[config.mk]
export PLATFORM = sky130hd
export DESIGN_NAME = aml_sleep_package_scanner_top_flat
export DESIGN_NICKNAME = d
export VERILOG_FILES = /design/src/hw/rtl/asps_pkg.sv /design/src/hw/rtl/asps_req_if.sv /design/src/hw/rtl/asps_rsp_if.sv /design/src/hw/rtl/asps_pos_check.sv /design/src/hw/rtl/aml_sleep_package_scanner_top.sv /design/src/flat_wrapper.sv
export SDC_FILE = /design/constraint.sdc
export NUM_CORES = 1
export LEC_CHECK = 0
export ABC_AREA = 0
export BUFFER_PORTS_ARGS = -buffer_cell sky130_fd_sc_hd__buf_2
export CAP_MARGIN = 20
export CORE_ASPECT_RATIO = 0.5
export CORE_MARGIN = 1.5
export CORE_UTILIZATION = 30
export DETAILED_ROUTE_END_ITERATION = 6
export GPL_ROUTABILITY_DRIVEN = 0
export HOLD_SLACK_MARGIN = 0.06
export SLEW_MARGIN = 10
export SYNTH_ARGS = -nofsm -noshare
export SYNTH_HDL_FRONTEND = slang
export SYNTH_SLANG_ARGS = --single-unit
[constraint.sdc]
create_clock -name clock -period 22.9 [get_ports clock]
set_clock_uncertainty 0.1 [all_clocks]
set_input_delay 1.145 -clock clock [delete_from_list [all_inputs] [get_ports clock]]
set_output_delay 1.145 -clock clock [all_outputs]
set_load 0.01 [all_outputs]
[src/hw/rtl/asps_pkg.sv]
package asps_pkg;

   localparam int WIN_DEPTH = 12;
   localparam int POS_SPAN  = 9;

   typedef logic [7:0]  byte_type;
   typedef logic [3:0]  state_digit_type;
   typedef logic [31:0] csr_data_type;
   typedef logic [2:0]  sleep_kind_type;
   typedef logic signed [7:0] room_type;

   typedef enum logic {
      CSR_SLEEP_STATE   = 1'b0,
      CSR_STREAM_LENGTH = 1'b1
   } csr_index_type;

   localparam byte_type NAME_OP      = 8'h08;
   localparam byte_type UNDERSCORE   = 8'h5F;
   localparam byte_type DIGIT_BASE   = 8'h30;
   localparam byte_type PACKAGE_OP   = 8'h12;
   localparam byte_type ZERO_OP      = 8'h00;
   localparam byte_type ONE_OP       = 8'h01;
   localparam byte_type BYTE_PREFIX  = 8'h0A;
   localparam byte_type WORD_PREFIX  = 8'h0B;
   localparam byte_type DWORD_PREFIX = 8'h0C;

   localparam state_digit_type SLEEP_STATE_RESET   = 4'd5;
   localparam csr_data_type    STREAM_LENGTH_RESET = 32'd36;

   // room = bytes left in the stream past the candidate start, clamped
   localparam room_type ROOM_MAX = 8'sd100;
   localparam room_type ROOM_MIN = -8'sd100;

   typedef struct packed {
      logic           hit;
      sleep_kind_type ty;
   } pos_result_type;

endpackage

[src/hw/rtl/asps_req_if.sv]
interface asps_req_if;
   import asps_pkg::*;

   logic     valid;
   logic     ready;
   byte_type data_byte;

   modport source (output valid, output data_byte, input ready);
   modport sink   (input valid, input data_byte, output ready);
endinterface

[src/hw/rtl/asps_rsp_if.sv]
interface asps_rsp_if;
   import asps_pkg::*;

   logic           valid;
   logic           ready;
   logic           found;
   sleep_kind_type sleep_kind;

   modport source (output valid, output found, output sleep_kind, input ready);
   modport sink   (input valid, input found, input sleep_kind, output ready);
endinterface

[src/hw/rtl/asps_pos_check.sv]
module asps_pos_check (
   input  asps_pkg::byte_type       win_bytes [asps_pkg::POS_SPAN],
   input  asps_pkg::byte_type       name_char,
   input  asps_pkg::room_type       room,
   input  logic                     pos_ok,
   output asps_pkg::pos_result_type result
);
   import asps_pkg::*;

   logic [5:0] pkg_len;
   room_type   pkg_end;
   logic       head_ok;
   logic       len_ok;
   logic       int_ok;
   sleep_kind_type int_ty;

   assign pkg_len = win_bytes[6][5:0];
   assign pkg_end = $signed({2'b00, pkg_len}) + 8'sd7;

   assign head_ok = (win_bytes[0] == NAME_OP)    && (win_bytes[1] == UNDERSCORE) &&
                    (win_bytes[2] == name_char)  && (win_bytes[3] == UNDERSCORE) &&
                    (win_bytes[4] == UNDERSCORE) && (win_bytes[5] == PACKAGE_OP);

   assign len_ok = (room > 8'sd8) && (pkg_len != 6'd0) && (pkg_end <= room);

   always_comb begin
      int_ok = 1'b0;
      int_ty = win_bytes[8][2:0];
      unique case (win_bytes[7])
         ZERO_OP: begin
            int_ok = 1'b1;
            int_ty = 3'd0;
         end
         ONE_OP: begin
            int_ok = 1'b1;
            int_ty = 3'd1;
         end
         BYTE_PREFIX:  int_ok = 1'b1;
         WORD_PREFIX:  int_ok = (room >= 8'sd10);
         DWORD_PREFIX: int_ok = (room >= 8'sd12);
         default:      int_ok = 1'b0;
      endcase
   end

   assign result.hit = pos_ok && head_ok && len_ok && int_ok;
   assign result.ty  = int_ty;

endmodule

[src/hw/rtl/aml_sleep_package_scanner_top.sv]
// A stream's last byte passes through the input register, then the result register, before its result is offered.
// Throughput: one byte per cycle unless a stream-ending byte waits; bytes that do not end a stream never stall.
// A stream-ending byte waits in the input register only while a prior result is unread.
// Reset is synchronous and active high: scan state clears, sleep_state returns to 5 and
// stream_length to 36; no clearing pass is needed.
module aml_sleep_package_scanner_top (
   input  logic                   clock,
   input  logic                   reset,
   asps_req_if.sink               req,
   asps_rsp_if.source             rsp,
   input  logic                   csr_we,
   input  asps_pkg::csr_index_type csr_index,
   input  asps_pkg::csr_data_type csr_wdata
);
   import asps_pkg::*;

   localparam int EXT_DEPTH = WIN_DEPTH + POS_SPAN - 1;

   // configuration
   state_digit_type sleep_state_ff;
   csr_data_type    stream_length_ff;

   // input register
   logic     in_vld_ff;
   byte_type in_byte_ff;

   // scan state
   byte_type       win_ff [WIN_DEPTH];
   logic [31:0]    count_ff;
   logic           match_seen_ff;
   sleep_kind_type match_type_ff;

   // result register
   logic           rsp_vld_ff;
   logic           rsp_found_ff;
   sleep_kind_type rsp_type_ff;

   // datapath
   byte_type        win_in [WIN_DEPTH];
   byte_type        ext_win [EXT_DEPTH];
   logic [32:0]     n_in;
   logic signed [33:0] gap;
   room_type        gap_clamped;
   logic [3:0]      n_sat;
   byte_type        name_char;
   pos_result_type  pos_res [WIN_DEPTH];
   logic            stream_end;
   logic            fire;
   logic            found_in;
   sleep_kind_type  type_in;

   // Shift the new byte into the newest slot; slot 0 is the oldest.
   always_comb begin
      for (int i = 0; i < WIN_DEPTH - 1; i++) begin
         win_in[i] = win_ff[i + 1];
      end
      win_in[WIN_DEPTH - 1] = in_byte_ff;
   end

   // Bytes past the newest one read as zero.
   always_comb begin
      for (int i = 0; i < WIN_DEPTH; i++) begin
         ext_win[i] = win_in[i];
      end
      for (int i = WIN_DEPTH; i < EXT_DEPTH; i++) begin
         ext_win[i] = '0;
      end
   end

   assign n_in = {1'b0, count_ff} + 33'd1;

   // Bytes left beyond the newest one; one wide subtract, then clamp so that
   // every per-position bound check is a narrow compare.
   assign gap = $signed({2'b00, stream_length_ff}) - $signed({1'b0, n_in});

   always_comb begin
      if (gap > 34'sd100) begin
         gap_clamped = ROOM_MAX;
      end else if (gap < -34'sd100) begin
         gap_clamped = ROOM_MIN;
      end else begin
         gap_clamped = gap[7:0];
      end
   end

   // A step ends the stream once the count reaches or passes the length.
   assign stream_end = (gap <= 34'sd0);

   assign n_sat     = (n_in >= 33'(WIN_DEPTH)) ? 4'(WIN_DEPTH) : n_in[3:0];
   assign name_char = DIGIT_BASE + {4'b0000, sleep_state_ff};

   // One checker per window slot. Slot s starts at address n - 12 + s; it is a
   // real position only when that address is not negative.
   for (genvar s = 0; s < WIN_DEPTH; s++) begin : g_pos
      byte_type pos_bytes [POS_SPAN];
      room_type pos_room;
      logic     pos_ok;

      for (genvar k = 0; k < POS_SPAN; k++) begin : g_byte
         assign pos_bytes[k] = ext_win[s + k];
      end

      assign pos_room = gap_clamped + 8'(WIN_DEPTH - s);
      assign pos_ok   = (n_sat >= 4'(WIN_DEPTH - s));

      asps_pos_check u_check (
         .win_bytes (pos_bytes),
         .name_char (name_char),
         .room      (pos_room),
         .pos_ok    (pos_ok),
         .result    (pos_res[s])
      );
   end

   // Final-step result: an earlier match holds, else the lowest hit slot wins.
   // On other steps only slot 0 is fully arrived and gets recorded.
   always_comb begin
      found_in = match_seen_ff;
      type_in  = match_type_ff;
      if (!match_seen_ff) begin
         for (int s = WIN_DEPTH - 1; s >= 0; s--) begin
            if (pos_res[s].hit) begin
               found_in = 1'b1;
               type_in  = pos_res[s].ty;
            end
         end
      end
   end

   // Advance the held byte unless it ends a stream and the result slot is full and not being read.
   assign fire      = in_vld_ff && (!stream_end || !rsp_vld_ff || rsp.ready);
   assign req.ready = !in_vld_ff || fire;

   always_ff @(posedge clock) begin
      if (reset) begin
         sleep_state_ff   <= SLEEP_STATE_RESET;
         stream_length_ff <= STREAM_LENGTH_RESET;
      end else if (csr_we) begin
         unique case (csr_index)
            CSR_SLEEP_STATE:   sleep_state_ff   <= csr_wdata[3:0];
            CSR_STREAM_LENGTH: stream_length_ff <= csr_wdata;
            default:           sleep_state_ff   <= sleep_state_ff;
         endcase
      end
   end

   // input register
   always_ff @(posedge clock) begin
      if (reset) begin
         in_vld_ff <= 1'b0;
      end else if (req.ready) begin
         in_vld_ff <= req.valid;
      end
   end

   always_ff @(posedge clock) begin
      if (req.ready && req.valid) begin
         in_byte_ff <= req.data_byte;
      end
   end

   // scan state: drop everything at stream end, else shift and record slot 0
   always_ff @(posedge clock) begin
      if (reset) begin
         for (int i = 0; i < WIN_DEPTH; i++) begin
            win_ff[i] <= '0;
         end
         count_ff      <= '0;
         match_seen_ff <= 1'b0;
         match_type_ff <= '0;
      end else if (fire) begin
         if (stream_end) begin
            for (int i = 0; i < WIN_DEPTH; i++) begin
               win_ff[i] <= '0;
            end
            count_ff      <= '0;
            match_seen_ff <= 1'b0;
            match_type_ff <= '0;
         end else begin
            win_ff   <= win_in;
            count_ff <= n_in[31:0];
            if (!match_seen_ff && pos_res[0].hit) begin
               match_seen_ff <= 1'b1;
               match_type_ff <= pos_res[0].ty;
            end
         end
      end
   end

   // result register
   always_ff @(posedge clock) begin
      if (reset) begin
         rsp_vld_ff <= 1'b0;
      end else if (fire && stream_end) begin
         rsp_vld_ff <= 1'b1;
      end else if (rsp.ready) begin
         rsp_vld_ff <= 1'b0;
      end
   end

   always_ff @(posedge clock) begin
      if (fire && stream_end) begin
         rsp_found_ff <= found_in;
         rsp_type_ff  <= found_in ? type_in : '0;
      end
   end

   assign rsp.valid      = rsp_vld_ff;
   assign rsp.found      = rsp_found_ff;
   assign rsp.sleep_kind = rsp_type_ff;

endmodule
[src/flat_wrapper.sv]
// flat-port wrapper written by rule: the top's interface ports become plain ports
module aml_sleep_package_scanner_top_flat import asps_pkg::*;
  (clock, reset, csr_we, csr_index, csr_wdata, req_valid, req_data_byte, req_ready, rsp_valid, rsp_found, rsp_sleep_kind, rsp_ready);
  asps_req_if req_i ();
  asps_rsp_if rsp_i ();
  input  logic clock;
  input  logic reset;
  input  logic csr_we;
  input  asps_pkg::csr_index_type csr_index;
  input  asps_pkg::csr_data_type csr_wdata;
  input wire logic [$bits(req_i.valid)-1:0] req_valid;
  input wire logic [$bits(req_i.data_byte)-1:0] req_data_byte;
  output wire logic [$bits(req_i.ready)-1:0] req_ready;
  output wire logic [$bits(rsp_i.valid)-1:0] rsp_valid;
  output wire logic [$bits(rsp_i.found)-1:0] rsp_found;
  output wire logic [$bits(rsp_i.sleep_kind)-1:0] rsp_sleep_kind;
  input wire logic [$bits(rsp_i.ready)-1:0] rsp_ready;
  assign req_i.valid = req_valid;
  assign req_i.data_byte = req_data_byte;
  assign req_ready = req_i.ready;
  assign rsp_valid = rsp_i.valid;
  assign rsp_found = rsp_i.found;
  assign rsp_sleep_kind = rsp_i.sleep_kind;
  assign rsp_i.ready = rsp_ready;
  aml_sleep_package_scanner_top u_core (.clock(clock), .reset(reset), .req(req_i), .rsp(rsp_i), .csr_we(csr_we), .csr_index(csr_index), .csr_wdata(csr_wdata));
endmodule
==> impl_metrics.csv <==
group,metric,value,unit
synth,synth_warnings,0,
synth,synthArstFlopShare,0,%
sta,setup_viol,0,
worst_hold_path,min_path_type,"flip-flop to flip-flop",
setup_path,cp_slowest_cell,"nor3_1",
synth,ys_ff_latch,174,
global_routing,grt.total_usage,19.0,%
final_layout,layout_commonest_cell,"nor2_1",
run,cap_violations,0,
sta,holdWs,0.358,ns
clock_network,clock_latency,0.48,ns
sta,finalSetupTns,0,ns
route,drtIter0Drc,1531,
sta,rsz0062_at_grt,"false",
final_layout,nNetsFinal,2069,
synth,syn_nets,2106,
route,vias,14600,
setup_path,critical_path_class,"flip-flop to flip-flop",
synth,synth_ff_type,"dfxtp_1",
floorplan,die_x,317,µm
setup_path,crit_arrival,11.11,ns
setup_path,startpoint_type,"flip-flop",
setup_path,worst_path_dominant_cell_family,"simple AND/OR/NAND/NOR gates",
clock_network,cts_root_buf,"clkbuf_16",
route,ant_nets,0,
final_layout,layout_common_cells,"240 x nor2_1, 189 x nand2_1, 162 x dfxtp_1",
power_and_ir_drop,cellPowerDensity,58.6,nW/µm²
floorplan,core-area,48600,µm²
outcome,status,"finished, final reports clean",
sta,relSlewSlack,27.1,%
clock_network,cts_max_level,4,
clock_network,cts_sinks,174,
worst_hold_path,holdPathEnd,"u_core.stream_length_ff[0]",
sta,hold_viol,0,
worst_hold_path,min_from,"u_core.stream_length_ff[0]",
synth,syn_inst,1943,
synth,synthTopCellsByArea,"dfxtp_1 22%, ha_1 9.8%, nor2_1 6.1%",
global_routing,grt_pass1_wl,76400,µm
floorplan,die-area,50700,µm²
floorplan,ios,52,
synth,synth.avg_cell_area,7.61,µm²
setup_path,worstReg2RegEnd,"u_core.rsp.sleep_kind[0]",
sta,fmax,91.1,MHz
sta,worst_slew_pin_slew,1.09,ns
power_and_ir_drop,ir_drop,0.0424,mV
setup_path,rrSetupSlack,11.92,ns
placed_design,hpwl,36900,µm
route,routedWlPerCell,18.8,µm
final_layout,fin_util,33.1,%
placed_design,dp.cells,2535,
placed_design,port_buffers,51,
route,drt-pass1-iter-count,6,
clock_network,ctsResizeCount,0,
sta,period_needed,10.98,ns
global_routing,grt_pass1_vias,13400,
worst_hold_path,holdPathStages,2,
route,drc,0,
final_layout,fin_cells,2570,
floorplan,row_count,57,
final_layout,area_growth,8.78,%
clock_network,clk_path_buf_depth,2,
synth,synth_edf_count,12,
clock_network,cts_buffers,17,
setup_path,critPathMaxFanout,12,
synth,yosys.area.top_type,"dfxtp_1",
setup_path,cp_num_buf_inv,1,
clock_network,post_cts_buffers,0,
global_routing,grt_max_degree,89,
sta,report.final.slew_viol_count,0,
sta,post-route-period-util,47.9,%
setup_path,required,23.03,ns
setup_path,r2r-start,"u_core.count_ff[0]",
global_routing,grt.overflow.total,0,
floorplan,die_h,160,µm
route,via_per_inst,5.68,
route,wirelength,48300,µm
synth,netlist_area,14800,µm²
clock_network,tritoncts,"built",
final_layout,drive_gt1_share,8.18,%
power_and_ir_drop,p_leak,5.92,nW
synth,synth-seq-area-share,24.4,%
placed_design,place_area,15500,µm²
synth,synth_top_cell_area_share,21.9,%
setup_path,end_kind,"flip-flop",
synth,yosysUniqueCellTypes,107,
global_routing,antenna_found_initial,2,
setup_path,max_stage_delay,0.84,ns
final_layout,fin_area,16100,µm²
clock_network,cts.clk_slew.worst_paths,0.08,ns
setup_path,reg2regPathDepth,36,
floorplan,start_util,30.5,%
clock_network,postCtsHoldBufs,0,
[worst max-delay path by stage]
stage                     slack [ns]  depth (start not counted)                  endpoint          startpoint
final                          11.92                         36  u_core.rsp.sleep_kind[0]  u_core.count_ff[0]
after global routing           11.11                         36  u_core.rsp.sleep_kind[0]  u_core.count_ff[0]
after CTS                      12.20                         36  u_core.rsp.sleep_kind[0]  u_core.count_ff[0]
after detailed placement       12.26                         36  u_core.rsp.sleep_kind[0]  u_core.count_ff[0]
after global placement         12.55                         36  u_core.rsp.sleep_kind[0]  u_core.count_ff[0]
after floorplan                13.73                         39  u_core.rsp.sleep_kind[0]  u_core.count_ff[0]
[flip-flops by register name, indices dropped and copies added (netlist names)]
name	cells
u_core.rsp.sleep_kind	3
u_core.in_vld_ff	1
u_core.match_seen_ff	1
u_core.count_ff	32
u_core.sleep_state_ff	4
u_core.stream_length_ff	32
u_core.ext_win	88
u_core.in_byte_ff	8
u_core.rsp.valid	1
u_core.rsp.found	1
u_core.match_type_ff	3
[tightest hold or removal path: cells and delay by family, from the launching register on]
kind | cells | cell delay, ns
AO/OA/AOI/OAI | 1 | 0.05
AND/OR/NAND/NOR | 1 | 0.05
flip-flops | 1 | 0.31
[synth_stat cells (all sizes together) (57+ instances only)]
master  count
nor2      241
nand2     190
dfxtp     162
a21oi     144
ha        116
clkbuf    103
a22oi      98
xnor2      79
inv        65
nand4      59
o21ai      57
[where the power goes]
| part | switching, mW | internal (mW) |
|---|---|---|
| Sequential | 0.00901 | 0.312 |
| Clock | 0.140 | 0.162 |
| Combinational | 0.208 | 0.112 |
[stage by stage]
| stage | power [mW] | setup slack (ns) |
|---|---|---|
| final | 0.943 | 11.92 |
| after global routing | 0.992 | 11.11 |
| after CTS | 0.942 | 12.20 |
| after detailed placement | 0.639 | 12.26 |
| after global placement | 0.637 | 12.55 |
| after floorplan | 0.553 | 13.73 |
[layer usage]
metal | track usage, % | up-vias | routed length [µm]
met3 | 3.48 | 103 | 3360
met5 | 0 | - | 0
li1 | - | 7032 | -
met2 | 29.0 | 549 | 21300
met4 | 7.79 | 0 | 1660
met1 | 26.1 | 6923 | 21900
[cell type report]
class | count | area (µm²)
Fill cell | 5150 | 32500
Multi-Input combinational cell | 1583 | 10500
Sequential cell | 174 | 3600
Tap cell | 649 | 812
Clock buffer | 21 | 472
Timing Repair Buffer | 65 | 360
Inverter | 65 | 244
Clock inverter | 11 | 123
Antenna cell | 2 | 5.00
[cell families after synthesis]
group	after synthesis	share of synthesized area, %
muxes	10	0.719
AOI/OAI and AO/OA	485	22.9
adders and majority gates	118	10.0
DFF	174	24.4
xor gates and xnor gates	127	7.71
buffers and inverters	186	4.91
and+or+nand+nor	843	29.3
Power figures use the tool's default switching activity.
